## config.mk

```make
export PLATFORM = sky130hd
export DESIGN_NAME = hte_root
export DESIGN_NICKNAME = d
export VERILOG_FILES = /design/src/sv/hashed_text_embedding_assert.svh /design/src/sv/hte_pkg.sv /design/src/sv/hte_root.sv
export SDC_FILE = /design/constraint.sdc
export NUM_CORES = 1
export LEC_CHECK = 0
export BUFFER_PORTS_ARGS = -buffer_cell sky130_fd_sc_hd__buf_4
export CELL_PAD_IN_SITES_DETAIL_PLACEMENT = 1
export CELL_PAD_IN_SITES_GLOBAL_PLACEMENT = 1
export CORE_ASPECT_RATIO = 0.7
export CORE_MARGIN = 5
export CORE_UTILIZATION = 40
export DETAILED_ROUTE_END_ITERATION = 8
export PLACE_DENSITY_LB_ADDON = 0.1
export SYNTH_ARGS = -nofsm -noshare
export SYNTH_HDL_FRONTEND = slang
export SYNTH_SLANG_ARGS = --single-unit
export TNS_END_PERCENT = 10
```

## constraint.sdc

```tcl
create_clock -name i_clk -period 11.42 [get_ports i_clk]
set_input_delay 2.284 -clock i_clk [delete_from_list [all_inputs] [get_ports i_clk]]
set_output_delay 2.284 -clock i_clk [all_outputs]
set_load 0.03 [all_outputs]
```

## src/sv/hashed_text_embedding_assert.svh

```systemverilog
// Assertion macros for the hashed text embedding block.
// Each macro checks one implication on the rising edge of the given clock
// and is disabled while the active-low reset is asserted.
`ifndef HASHED_TEXT_EMBEDDING_ASSERT_SVH
`define HASHED_TEXT_EMBEDDING_ASSERT_SVH

`ifndef SYNTH
// Same-cycle implication
`define HTE_ASSERT_IMP(lbl, clk, rst_n, ante, cons, msg) \
    lbl: assert property (@(posedge clk) disable iff (!(rst_n)) (ante) |-> (cons)) \
        else $error(msg);
// Next-cycle implication
`define HTE_ASSERT_NXT(lbl, clk, rst_n, ante, cons, msg) \
    lbl: assert property (@(posedge clk) disable iff (!(rst_n)) (ante) |=> (cons)) \
        else $error(msg);
`else
`define HTE_ASSERT_IMP(lbl, clk, rst_n, ante, cons, msg)
`define HTE_ASSERT_NXT(lbl, clk, rst_n, ante, cons, msg)
`endif

`endif

```

## src/sv/hte_pkg.sv

```systemverilog
`default_nettype none

package hte_pkg;

    // Hash start value and the FNV-1a prime, which is 2^40 + 0x1B3
    localparam logic [63:0] HASH_BASIS      = 64'd1469598103934665603;
    localparam int          HASH_PRIME_SHL  = 40;
    localparam logic [8:0]  HASH_PRIME_LO   = 9'h1B3;

    // Bin increment: (hash mod VALUE_SPAN) - VALUE_OFFSET, in thousandths
    localparam int          VSW             = 11;
    localparam logic [VSW:0] VALUE_SPAN     = 12'd2000;
    localparam logic signed [VSW:0] VALUE_OFFSET = 12'sd1000;

    // Output grouping and Q1.15 format
    localparam int          GROUP           = 6;
    localparam int          QW              = 16;
    localparam logic signed [QW-1:0] Q_MAX  = 16'sh7FFF;

    // Quotient b^2 * 2^30 / S has 31 bits, its root 16 bits
    localparam int          YW              = 31;
    localparam int          FRAC_SHIFT      = 30;

    // Main controller states
    typedef enum logic [11:0] {
        S_CLR   = 12'b0000_0000_0001,
        S_IDLE  = 12'b0000_0000_0010,
        S_MOD   = 12'b0000_0000_0100,
        S_BRD   = 12'b0000_0000_1000,
        S_BWR   = 12'b0000_0001_0000,
        S_SUM   = 12'b0000_0010_0000,
        S_ERD   = 12'b0000_0100_0000,
        S_ESQ1  = 12'b0000_1000_0000,
        S_ESQ2  = 12'b0001_0000_0000,
        S_EROOT = 12'b0010_0000_0000,
        S_ESTO  = 12'b0100_0000_0000,
        S_SPARE = 12'b1000_0000_0000
    } t_state;

    // Normalizer unit states
    typedef enum logic [2:0] {
        R_IDLE = 3'b001,
        R_DIV  = 3'b010,
        R_SQRT = 3'b100
    } t_rstate;

endpackage

`default_nettype wire

```

## src/sv/hte_root.sv

```systemverilog
`default_nettype none

// Computes q = floor(sqrt(floor(b2 * 2^30 / s))), which equals the largest
// q with q^2 * s <= b2 * 2^30. Requires b2 <= s and s != 0.
// Restoring division, one quotient bit a cycle, then a bitwise root search.
module hte_root
    import hte_pkg::*;
#(
    parameter int B2W = 48,
    parameter int SW  = 57
) (
    input  wire logic              i_clk,
    input  wire logic              i_rst_n,
    input  wire logic              i_start,
    input  wire logic [B2W-1:0]    i_b2,
    input  wire logic [SW-1:0]     i_s,
    output logic                   o_done,
    output logic [QW-1:0]          o_q
);

    t_rstate          r_state;
    logic [SW-1:0]    r_rem;
    logic [YW-1:0]    r_num;
    logic [YW-1:0]    r_y;
    logic [QW-1:0]    r_root;
    logic [4:0]       r_cnt;
    logic             r_done;

    logic [SW:0]      n_rem2;
    logic [SW:0]      n_diff;
    logic             n_qbit;
    logic [QW-1:0]    n_trial;
    logic [2*QW-1:0]  n_tsq;

    // Division step and root trial
    always_comb begin
        n_rem2  = {r_rem, r_num[YW-1]};
        n_diff  = n_rem2 - {1'b0, i_s};
        n_qbit  = (n_rem2 >= {1'b0, i_s});
        n_trial = r_root | (QW'(1) << r_cnt[3:0]);
        n_tsq   = n_trial * n_trial;
    end

    always_ff @(posedge i_clk) begin
        if (!i_rst_n) begin
            r_state <= R_IDLE;
            r_done  <= 1'b0;
            r_cnt   <= '0;
        end else begin
            r_done <= 1'b0;
            case (r_state)
                R_IDLE: begin
                    if (i_start) begin
                        r_rem   <= SW'(i_b2 >> 1);
                        r_num   <= {i_b2[0], {FRAC_SHIFT{1'b0}}};
                        r_y     <= '0;
                        r_cnt   <= 5'(YW - 1);
                        r_state <= R_DIV;
                    end
                end
                R_DIV: begin
                    r_rem <= n_qbit ? n_diff[SW-1:0] : n_rem2[SW-1:0];
                    r_num <= {r_num[YW-2:0], 1'b0};
                    r_y   <= {r_y[YW-2:0], n_qbit};
                    if (r_cnt == 5'd0) begin
                        r_root  <= '0;
                        r_cnt   <= 5'(QW - 1);
                        r_state <= R_SQRT;
                    end else begin
                        r_cnt <= r_cnt - 5'd1;
                    end
                end
                R_SQRT: begin
                    if (n_tsq <= 32'(r_y)) begin
                        r_root <= n_trial;
                    end
                    if (r_cnt == 5'd0) begin
                        r_done  <= 1'b1;
                        r_state <= R_IDLE;
                    end else begin
                        r_cnt <= r_cnt - 5'd1;
                    end
                end
                default: begin
                    r_state <= R_IDLE;
                end
            endcase
        end
    end

    // A quotient of exactly 2^30 has root 32768
    assign o_q    = r_y[YW-1] ? 16'h8000 : r_root;
    assign o_done = r_done;

endmodule

`default_nettype wire

```

After elaboration in Yosys (flattened, before gate mapping) --
Index checks and enable logic that the tools add are counted.
Storage, ports and cells: flip-flop bits (word level) 144, latch bits 0, RAM bits 0, memory bits (read-only) 0, input port bits 108, output and inout port bits 17, word-level logic and storage cells 51, memories 0
Cells by class: add/sub/neg operators 2, $mul 1, div/mod/pow operators 0, magnitude comparators 2, equal/unequal tests 8, shift operators 1, muxes and demuxes 20, bitwise gates (word level) 1, reductions and logical operators 9
Operators with widths (number):
- $pmux W31 S2 | 2
- $mux W57 | 2
- $pmux W57 S2 | 1
- $mux W31 | 2
- $ge A58 B57 Y1 | 1
- $sub A57 B57 Y57 | 1
- $mux W16 | 3
- $le A32 B31 Y1 | 1
- $mul A16 B16 Y32 | 1
- $pmux W16 S2 | 1
- $or A16 B16 Y16 | 1
- $shl A1 B4 Y16 const A | 1
- $mux W5 | 3
- $pmux W5 S3 | 1
- $ne A2 B2 Y1 const B | 5
- $mux W3 | 3
- $pmux W3 S3 | 1
- $reduce_and A3 Y1 | 3
- $logic_not A5 Y1 | 1
- $sub A5 B1 Y5 const B | 1
- $reduce_and A4 Y1 | 1
- $reduce_bool A2 Y1 | 2
- $eq A3 B1 Y1 const B | 1
- $eq A3 B2 Y1 const B | 1
- 4 further kinds | 4

Logic depth before layout (Yosys ltp) --
word-level depth 6, depth in mapped cells 38, mapped depth without buffers 38

Worst setup path before layout --
Ideal clock, no wire load.
path kind register to register, start point register r_cnt[0], end point register r_root[0] (enable), setup time 0.411 ns, arrival time 8.880 ns, required time 11.009 ns, setup slack 2.129 ns, cell stages (with the launch flop) 32, buffers on the path 0, clock period less this slack 9.291 ns, cells stage by stage dfxtp_1 > inv_1 > ha_1 > a21oi_1 > clkinv_1 > nand2_1 > fa_1 > fa_1 > inv_1 > fa_1 > fa_1 > fa_1 > inv_1 > fa_1 > inv_1 > ha_1 > a21oi_1 > o22ai_1 > nor2_1 > and3_1 > o211ai_1 > and2_1 > a21o_1 > a21oi_1 > xnor2_1 > ha_1 > nand4_1 > nor4_1 > nand3_1 > a2111oi_0 > nand2_1 > o21ai_0
On the way: word-level cells in the longest chain between the ends 6, elaborated cells on any way between the ends 8, classes of those cells mul (1); order compare (1); eq/ne (2); shift (1); bitwise (1); reduce/logical (2)
RTL lines:
- from (decl) | RTL line hte_root.sv:26 | logic [4:0] r_cnt;
- from (signal assigned) | RTL line hte_root.sv:57 | r_cnt <= 5'(YW - 1);
- from (signal assigned) | RTL line hte_root.sv:67 | r_cnt <= 5'(QW - 1);
- from (signal assigned) | RTL line hte_root.sv:70 | r_cnt <= r_cnt - 5'd1;
- $shl A1 B4 Y16 | RTL line hte_root.sv:40 | n_trial = r_root | (QW'(1) << r_cnt[3:0]);
- $or A16 B16 Y16 | RTL line hte_root.sv:40
- named net n_trial[8] | RTL line hte_root.sv:32 | logic [QW-1:0] n_trial;
- $mul A16 B16 Y32 | RTL line hte_root.sv:41 | n_tsq = n_trial * n_trial;
- $le A32 B31 Y1 | RTL line hte_root.sv:74 | if (n_tsq <= 32'(r_y)) begin
- $ne A2 B2 Y1 (no line)
- $reduce_and A4 Y1 (no line)
- to (signal assigned) | RTL line hte_root.sv:75 | r_root <= n_trial;
- to (decl) | RTL line hte_root.sv:25 | logic [QW-1:0] r_root;
The timed path passes the listed nets, and every way through them passes these cells. A chain may end at the register's enable or synchronous reset.

Worst setup path in the final report --
start point register r_cnt[3], end point register r_root[1] (enable)
On the way: word-level cells in the longest chain between the ends 6, elaborated cells on any way between the ends 8, classes of those cells mul (1); order compare (1); eq/ne (2); shift (1); bitwise (1); reduce/logical (2)
RTL lines (RTL line):
- $shl A1 B4 Y16 | hte_root.sv:40
- $or A16 B16 Y16 | hte_root.sv:40
- $mul A16 B16 Y32 | hte_root.sv:41
- $le A32 B31 Y1 | hte_root.sv:74
- $ne A2 B2 Y1 (no line)
- $reduce_and A4 Y1 (no line) (*)
Every way passes the cells marked *; elsewhere a longest branch is shown, timed or not.

==> results.tsv <==
stage	metric	value	unit
power	clock group share of total power	28.9	%
grt	antenna violations before repair	0	
drt	via count	13880	
synthesis	Syn Inst Count	1931	
power	Leak	9.319	nW
floorplanning	die area	45850	sq um
worst_setup_path	Worst Path Max Fanout	16	
sta	RSZ-0062 raised after global routing	no	
worst_setup_path	Buffers & Inverters on Critical Path	7	
synthesis	post-synthesis instance area	16640	sq um
sta	Tmin final	9.767	ns
finish	share of cells above drive strength 1	9.809	%
clocking	CTS Buf Count	17	
grt	GRT overflow	0	
finish	Synth-to-Final Area Change	12.33	%
finish	antenna cell count	0	
hold_path	HP Class	reg2reg	
synthesis	sequential area share after synthesis	20.03	%
run_status	outcome	completed	
grt	first-pass GRT wire length	80030	um
finish	Post-Layout Inst Area	18690	sq um
sta	Slew Limit Fails	0	
synthesis	Yosys reg bits	114	
clocking	TritonCTS clock tree	yes	
finish	commonest non-fill, non-tap cell in the layout	inv_1	
power	sequential power share	26.4	%
power	switching pwr	0.7401	mW
placed_design	post-DP HPWL	41390	um
grt	total track usage	21.99	%
synthesis	syn_area_per_cell	8.618	sq um
clocking	Max clock buf depth	2	
sta	final period utilization	85.53	%
drt	first drt pass iteration count	5	
synthesis	number of synthesized flops with an enable pin	105	
drt	Via density	5.375	
worst_setup_path	Max stage delay cell, worst path	dfxtp_1	
floorplanning	area of the core	41040	sq um
clocking	Clk Latency, worst-skew pair	0.46	ns
synthesis	ys flop type	edfxtp_1	
drt	WL final	49860	um
worst_setup_path	CP Class	reg2reg	
drt	Avg WL per Cell	19.30	um
sta	slew at the pin with the worst max-slew slack	1.063	ns
finish	fin util	45.55	%
power	Internal	1.121	mW
clocking	CTS sink cnt	114	
power	switch share	39.78	%
power	Worst VDD drop	123.6	uV
grt	vias in the first global route	14770	
power	Power, Total	1.861	mW
clocking	post-cts resize count	0	
grt	largest net degree at the start of global routing	66	
synthesis	Net Count, Synth	2391	
floorplanning	Site Rows	62	
synthesis	Synth cell types	72	
sta	Setup Viol. Count Final	0	
floorplanning	DIE HEIGHT	180.7	um
worst_setup_path	startpoint type of the worst setup path	flip-flop	
worst_setup_path	Worst Path Arrival	9.90	ns
sta	Rel. slew slack	28.94	%
drt	number of DRC markers in iteration 0	894	
finish	Nets	2486	
sta	setup TNS	0	ns
power	pwr dens	99.55	nW/um^2
job	max cap viols	0	
clocking	post-CTS setup buffer count	0	
floorplanning	die extent in x	253.8	um
sta	Worst Hold Slack	0.5359	ns
sta	final hold violation count	0	
sta	f_max	0.1024	GHz
sta	Clock Skews	0.008530	ns
floorplanning	IO Pins	125	
clocking	Max H-tree Level	4	
floorplanning	Initial Util	40.55	%
power	Comb pwr share	44.8	%
drt	antenna viol nets, final	0	
placed_design	Placed Area	18120	sq um
worst_setup_path	Top delay family on crit path	adder cells	
worst_setup_path	required time worst endpoint	11.55	ns
clocking	clk slew on worst S/H paths	0.06	ns
placed_design	I/O Buffers	124	
synthesis	Post-synth ARST share	0	%
clocking	CTS hold repair buffers	0	
worst_setup_path	crit-path max cell delay	0.55	ns
placed_design	GPL Wtd Cong	0.9073	
finish	commonest cells after routing, fill and taps aside	inv_1 (336), ha_1 (189), nand2_1 (183)	
worst_setup_path	CP endpoint kind	flip-flop	
synthesis	Ys Warns	0	
drt	DRC	0	
clocking	root buffer cell	clkbuf_16	
==> layer usage <==
| layer | up-vias | track usage, % | wire length (um) |
|---|---|---|---|
| met3 | 43 | 4.184 | 2540 |
| met2 | 260 | 31.85 | 20830 |
| met5 | - | 0 | 0 |
| met1 | 6945 | 34.30 | 25920 |
| li1 | 6636 | - | - |
| met4 | 0 | 4.015 | 560 |
==> kinds of logic after synthesis <==
kind of cell    count (synthesis)  synth area share [%]
mux                            42                 2.526
simple gates                  523                 14.21
compound gates                402                 15.27
xor+xnor                       86                 4.526
buf+inv                       411                 9.556
flops                         114                 20.03
fa+ha+maj                     353                 33.88
==> final timing paths <==
check                           startpoint  slack, ns  cells after the start    endpoint
worst max-delay path              r_cnt[3]       1.65                     34   r_root[1]
worst min-delay path            r_state[0]       0.54                      2  r_state[1]
worst min register to register  r_state[0]       0.54                      2  r_state[1]
worst max register to register    r_cnt[3]       1.65                     34   r_root[1]
==> cell usage after synthesis, types with 4 or more instances <==
master / instances / area, sq um
a211o_1: 4 / 35.03
a211oi_1: 9 / 67.56
a21o_1: 71 / 533.0
a21oi_1: 111 / 555.5
a221o_1: 4 / 40.04
a31oi_1: 13 / 81.33
and2_1: 5 / 31.28
and3_1: 7 / 43.79
buf_1: 4 / 15.01
buf_2: 23 / 115.1
buf_4: 5 / 37.54
clkbuf_1: 36 / 135.1
clkinv_1: 7 / 26.28
dfxtp_1: 9 / 180.2
edfxtp_1: 105 / 3153
fa_1: 163 / 3263
ha_1: 189 / 2365
inv_1: 336 / 1261
mux2i_1: 42 / 420.4
nand2_1: 183 / 686.9
nand2b_1: 18 / 112.6
nand3_1: 29 / 145.1
nand4_1: 31 / 193.9
nor2_1: 177 / 664.4
nor2b_1: 26 / 162.7
nor3_1: 14 / 70.07
nor4_1: 6 / 37.54
o211ai_1: 7 / 52.55
o21a_1: 9 / 67.56
o21ai_0: 88 / 440.4
o21ai_1: 14 / 70.07
o21bai_1: 20 / 150.1
o22ai_1: 10 / 62.56
o31ai_1: 4 / 30.03
or2_2: 7 / 43.79
or3_1: 5 / 31.28
xnor2_1: 61 / 534.3
xor2_1: 25 / 219.0
==> flip-flops by register name, summed over array words and instances, names as in the netlist <==
name / cells
r_rem: 57
r_y: 31
r_num: 1
r_root: 16
o_done: 1
r_state: 3
r_cnt: 5
==> power by group through the flow <==
stage / Clock, mW / Combinational (mW) / Sequential (mW)
after floorplan: 0 / 0.599 / 0.495
after global placement: 0 / 0.804 / 0.498
after detailed placement: 0 / 0.829 / 0.499
after CTS: 0.552 / 0.836 / 0.490
after global routing: 0.571 / 0.940 / 0.493
final: 0.537 / 0.833 / 0.491
==> area by class of cell <==
class	instances	area, sq um
clock buffers	18	439.2
clock inverters	14	131.4
fillers	4888	22340
inverters	343	1287
multi-input cells	1406	11740
flip-flops and latches	114	3333
well taps	544	680.7
repair buffers	144	1081
==> through the flow <==
stage                     setup WS, ns  cells
after detailed placement         1.791   2551
after floorplan                  2.129   1931
after global placement           2.157   2551
after CTS                        1.750   2583
after global routing             1.061   2583
final                            1.653   2583
==> worst register-to-register path: cells and delay by family, from the launching register on <==
kind                     cells  cell delay (ns)
AO/OA/AOI/OAI                8             1.87
adder cells (fa/ha/maj)      8             3.45
flip-flops                   1             0.55
buffers and inverters        7             1.10
AND/OR/NAND/NOR              9             2.19
XOR/XNOR                     2             0.29
No activity file was read; power rests on OpenSTA's default activity.
